## config.mk

```make
export PLATFORM = sky130hd
export DESIGN_NAME = lifestep_resq
export DESIGN_NICKNAME = d
export VERILOG_FILES = /design/src/sv/lifestep_pkg.sv /design/src/sv/lifestep_resq.sv
export SDC_FILE = /design/constraint.sdc
export NUM_CORES = 1
export LEC_CHECK = 0
export ABC_AREA = 1
export BUFFER_PORTS_ARGS = -buffer_cell sky130_fd_sc_hd__buf_4
export CAP_MARGIN = 20
export CORE_AREA = 8 8 45 47
export DETAILED_ROUTE_END_ITERATION = 16
export DIE_AREA = 0 0 53 55
export PLACE_DENSITY = 0.51
export SLEW_MARGIN = 40
export SYNTH_ARGS = -nofsm -noshare
export SYNTH_HDL_FRONTEND = slang
export SYNTH_SLANG_ARGS = --single-unit
export TNS_END_PERCENT = 5
```

## constraint.sdc

```tcl
create_clock -name i_clk -period 2.6 [get_ports i_clk]
set_input_delay 0.13 -clock i_clk [delete_from_list [all_inputs] [get_ports i_clk]]
set_output_delay 0.13 -clock i_clk [all_outputs]
set_load 0.02 [all_outputs]
```

## src/sv/lifestep_pkg.sv

```systemverilog
// Shared types, grid constants and the cell rule for the life generation step block.
package lifestep_pkg;

    localparam int GRID_ROWS = 64;
    localparam int GRID_COLS = 64;
    localparam int ROW_W     = $clog2(GRID_ROWS);
    localparam int COL_W     = $clog2(GRID_COLS);

    typedef enum logic [1:0] {
        CMD_WRITE = 2'd0,
        CMD_STEP  = 2'd1,
        CMD_READ  = 2'd2,
        CMD_NONE  = 2'd3
    } t_cmd;

    typedef enum logic [1:0] {
        REG_SURVIVE_LOW  = 2'd0,
        REG_SURVIVE_HIGH = 2'd1,
        REG_BIRTH_LOW    = 2'd2,
        REG_BIRTH_HIGH   = 2'd3
    } t_reg_idx;

    typedef enum logic [2:0] {
        BK_CLEAR,
        BK_IDLE,
        BK_CELL,
        BK_LOAD,
        BK_RUN
    } t_back_state;

    typedef struct packed {
        logic [1:0] cmd;
        logic [5:0] cell_row;
        logic [5:0] cell_col;
        logic       set_alive;
    } t_in_item;

    typedef struct packed {
        logic cell_alive;
        logic done_res;
    } t_out_item;

    // Decoded operation handed from the front to the back.
    typedef struct packed {
        t_cmd             kind;
        logic             on_grid;
        logic [ROW_W-1:0] row_idx;
        logic [COL_W-1:0] col_idx;
        logic             set_alive;
    } t_op;

    typedef struct packed {
        logic [3:0] survive_low;
        logic [3:0] survive_high;
        logic [3:0] birth_low;
        logic [3:0] birth_high;
    } t_rules;

    // Next state of one cell from its eight neighbours.
    function automatic logic f_next_cell(input logic [7:0] nbr, input logic alive,
                                         input t_rules rules);
        logic [3:0] cnt;
        cnt = '0;
        for (int k = 0; k < 8; k++) begin
            cnt = cnt + {3'b000, nbr[k]};
        end
        if (alive) begin
            return (cnt >= rules.survive_low) && (cnt <= rules.survive_high);
        end
        return (cnt >= rules.birth_low) && (cnt <= rules.birth_high);
    endfunction

endpackage

```

## src/sv/lifestep_resq.sv

```systemverilog
// Two-entry result queue that drives the output side.
module lifestep_resq
    import lifestep_pkg::*;
(
    input  logic      i_clk,
    input  logic      i_rst_n,
    input  logic      i_push,
    input  t_out_item i_item,
    output logic      o_full,
    output logic      o_empty,
    input  logic      i_pop,
    output t_out_item o_item
);

    t_out_item  r_q [2];
    logic       r_wp, r_rp;
    logic [1:0] r_cnt, n_cnt;
    logic       pop_acc;

    assign o_full  = (r_cnt == 2'd2);
    assign o_empty = (r_cnt == 2'd0);
    assign o_item  = r_q[r_rp];
    assign pop_acc = i_pop && !o_empty;
    assign n_cnt   = r_cnt + {1'b0, i_push} - {1'b0, pop_acc};

    always_ff @(posedge i_clk) begin
        if (!i_rst_n) begin
            r_cnt <= 2'd0;
            r_wp  <= 1'b0;
            r_rp  <= 1'b0;
        end else begin
            r_cnt <= n_cnt;
            if (i_push) begin
                r_wp <= ~r_wp;
            end
            if (pop_acc) begin
                r_rp <= ~r_rp;
            end
        end
    end

    always_ff @(posedge i_clk) begin
        if (i_push) begin
            r_q[r_wp] <= i_item;
        end
    end

endmodule

```

==> reports/results.env <==
TNS_PS=0
R2R.WORST_PATH.CELLS=9
DIODE_COUNT=0
FF2FF_SETUP_SLACK_PS=1200
CTSHTREEMAXLEVEL=1
ROUTED_WL_UM=613
SYNTH_TOP_AREA_SHARE_PCT=31.2
POST_SYNTH.CELL_AREA_AVG_SQ_UM=9.18
GRT_ANTENNA_BEFORE_REPAIR=0
GRT_PASS1_VIAS=274
SLEW_AT_THE_PIN_CLOSEST_TO_ITS_MAX_SLEW_LIMIT_PS=164
P_LEAK_nW=0.250
SLEW_HEADROOM_PCT=89.0
CRITPATHMAXFANOUT=3
HIGHEST_CLOCK_FREQUENCY_THE_DESIGN_CAN_MEET_MHz=715
CTSRESIZECOUNT=0
DETAILEDROUTE.FIRSTITERATIONVIOLATIONS=4
MAXIMUM_NUMBER_OF_PINS_ON_ONE_NET_BEFORE_GLOBAL_ROUTE_REPAIR=6
HOLD_VIOL=0
TRITONCTS='yes'
SHARE_OF_THE_CLOCK_PERIOD_USED_BY_THE_WORST_PATH_AFTER_LAYOUT_PCT=53.8
CTSROOTBUFFERMASTER='clkbuf_4'
STATUS='finished clean'
DESIGN_POWER_TOTAL_uW=500
IO-PIN-COUNT=10
MIN_PATH_TYPE='primary input to flip-flop'
WL_PER_CELL_UM=8.63
SYNTH_AREA_SQ_UM=385
YS_SEQ_ELEMENTS=9
NETLIST-CELL-TYPE-COUNT=10
SYN-INSTANCE-COUNT=42
POSTROUTEANTENNANETS=0
VIA_PER_INST=4.08
SLEW_VIOL_FINAL=0
FINAL_NET_COUNT=64
LAYOUT-DRIVE-GT1-SHARE_PCT=29.1
DIE_WIDTH_UM=53
FP.DIEH_UM=55
DETAIL_ROUTE.DRC_VIOLATIONS=0
TIMING.RR.START='r_cnt[1]'
DP_HPWL_UM=515
CLK_PIN_SLEW_WORST_PATHS_PS=60
TIMING.CRITICAL_PATH.FROM='r_cnt[1]'
TIMING.CRITICAL_PATH.REQUIRED_PS=2760
CTS.PATH.MAX_BUFFERS=2
SYNTH.TOP_CELLS.BY_AREA='edfxtp_1 31%, dfxtp_1 26%, inv_1 7.8%'
GRT.OVERFLOW.TOTAL=0
CTS_NUM_SINKS=9
FINCLKSKEW_PS=6.77
SYNTH_WARNINGS=0
GP_ROUTABILITY_CONGESTION=0.696
SYN-NUM-NETS=50
FLOW.AREA_GROWTH_FROM_SYNTHESIS_PCT=29.5
TIMING.RR.END='r_cnt[1]'
CLOCK_LATENCY_PS=260
CORE-AREA_SQ_UM=1380
POST-SYNTH-TOP-AREA-CELL='edfxtp_1'
MAX_CAP_VIOLS=0
CRITICALPATHCATEGORY='flip-flop to flip-flop'
PORT_BUFFERS=9
CP-END-KIND='flip-flop'
DIE-AREA_SQ_UM=2920
TRACK_USAGE_PCT=5.11
IR_DROP_uV=361
SYNTH.YOSYS.SEQ_AREA_SHARE_PCT=57.1
CRITPATHARRIVALTIME_PS=1560
POWER_PER_CELL_AREA_nW_PER_UM2=1000
POST_CTS_BUFFERS=0
PRECTSSETUPSLACK_PS=1200
CTS_HOLD_BUFFERS=0
FLOORPLAN.INITIALDENSITY_PCT=27.8
ROWS=14
TIMING.FINAL.SETUP_VIOLATIONS=0
WIRE_LENGTH_OF_THE_FIRST_GLOBAL_ROUTING_PASS_UM=1020
POST-ROUTE-MIN-PERIOD_PS=1400
WORST_SETUP_PATH_ENDPOINT='r_cnt[1]'
FINAL_CRITICAL_PATH_SETUP_SLACK_PS=1200
CRIT_PATH_LAUNCH_TYPE='flip-flop'
CTS_MADE_BUFFERS=3
FINAL_CORE_UTILIZATION_PCT=36.1
DRT_FIRST_PASS_ITERS=2
ROUTED-VIA-COUNT=290
RSZ_0062_RAISED_AFTER_GLOBAL_ROUTING='false'
==> layout make-up <==
| cell class | count | area, sq um |
|---|---|---|
| clock buffers | 4 | 26.3 |
| inverters | 8 | 30.0 |
| well taps | 16 | 20.0 |
| flip-flops and latches | 9 | 220 |
| repair buffers | 9 | 67.6 |
| fillers | 149 | 885 |
| multi-input cells | 25 | 135 |
==> routing by layer <==
layer  part of all wire, %  vias up  GRT usage (%)  wire length, um
li1                      -      155              -                -
met1                    50      121           5.10              304
met2                    39       11           7.03              242
met3                   7.2        3           2.41               44
met5                     0        -              0                0
met4                   3.4        0           6.47               21
==> critical path, stage by stage (launching register included) <==
cell and delay [ps]:
dfxtp_1 330, nor2_2 140, nor2_2 50, ha_1 270
inv_1 40, ha_1 180, inv_1 50, nand2_1 60
a21oi_1 130, nor2_1 50
==> layout by cell type, fill, tap and decap left out <==
| master | Yosys | final |
|---|---|---|
| nand3_1 | 2 | 2 |
| inv_1 | 8 | 8 |
| clkbuf_1 | 0 | 1 |
| clkbuf_4 | 0 | 3 |
| ha_1 | 2 | 2 |
| nor2_1 | 8 | 8 |
| nand2_1 | 8 | 8 |
| edfxtp_1 | 4 | 4 |
| buf_4 | 0 | 9 |
| mux2_2 | 2 | 2 |
| dfxtp_1 | 5 | 5 |
| nor2_2 | 2 | 2 |
| a21oi_1 | 1 | 1 |
==> cell usage after synthesis <==
library cell / count
inv_1: 8
nand2_1: 8
a21oi_1: 1
edfxtp_1: 4
nor2_2: 2
mux2_2: 2
dfxtp_1: 5
nor2_1: 8
ha_1: 2
nand3_1: 2
==> stage by stage <==
| step | hold WS (ps) | instance area, sq um | instances |
|---|---|---|---|
| global route | 35.3 | 499 | 71 |
| CTS | 47.9 | 499 | 71 |
| floorplan | 223 | 385 | 42 |
| detailed placement | 318 | 473 | 67 |
| finish | 50.7 | 499 | 71 |
| global placement | 320 | 473 | 67 |
==> report_power, final <==
part | total [mW] | switching, mW | internal [mW]
Combinational | 0.196 | 0.110 | 0.0859
Sequential | 0.197 | 0.0197 | 0.177
Clock | 0.107 | 0.0477 | 0.0591
Total | 0.500 | 0.177 | 0.322
==> how the worst min path moves through the flow <==
stage	from	to	cells past startpoint
2_1_floorplan	i_rst_n	r_cnt[0]	2
3_3_place_gp	i_item[0]	r_q[1][0]	1
3_5_place_dp	i_item[1]	r_q[0][1]	1
4_1_cts	i_item[1]	r_q[1][1]	1
5_1_grt	i_item[1]	r_q[0][1]	1
6_report	i_item[1]	r_q[1][1]	1
==> kinds of logic (layout without fill, tap and decap cells) <==
| logic type | after synthesis | count (layout) | synth area share (%) |
|---|---|---|---|
| fa+ha+maj | 2 | 2 | 6.49 |
| mux | 2 | 2 | 5.84 |
| flops | 9 | 9 | 57.1 |
| simple gates | 20 | 20 | 21.4 |
| buf+inv | 8 | 21 | 7.79 |
| compound gates | 1 | 1 | 1.30 |
Power figures use the tool's default switching activity.
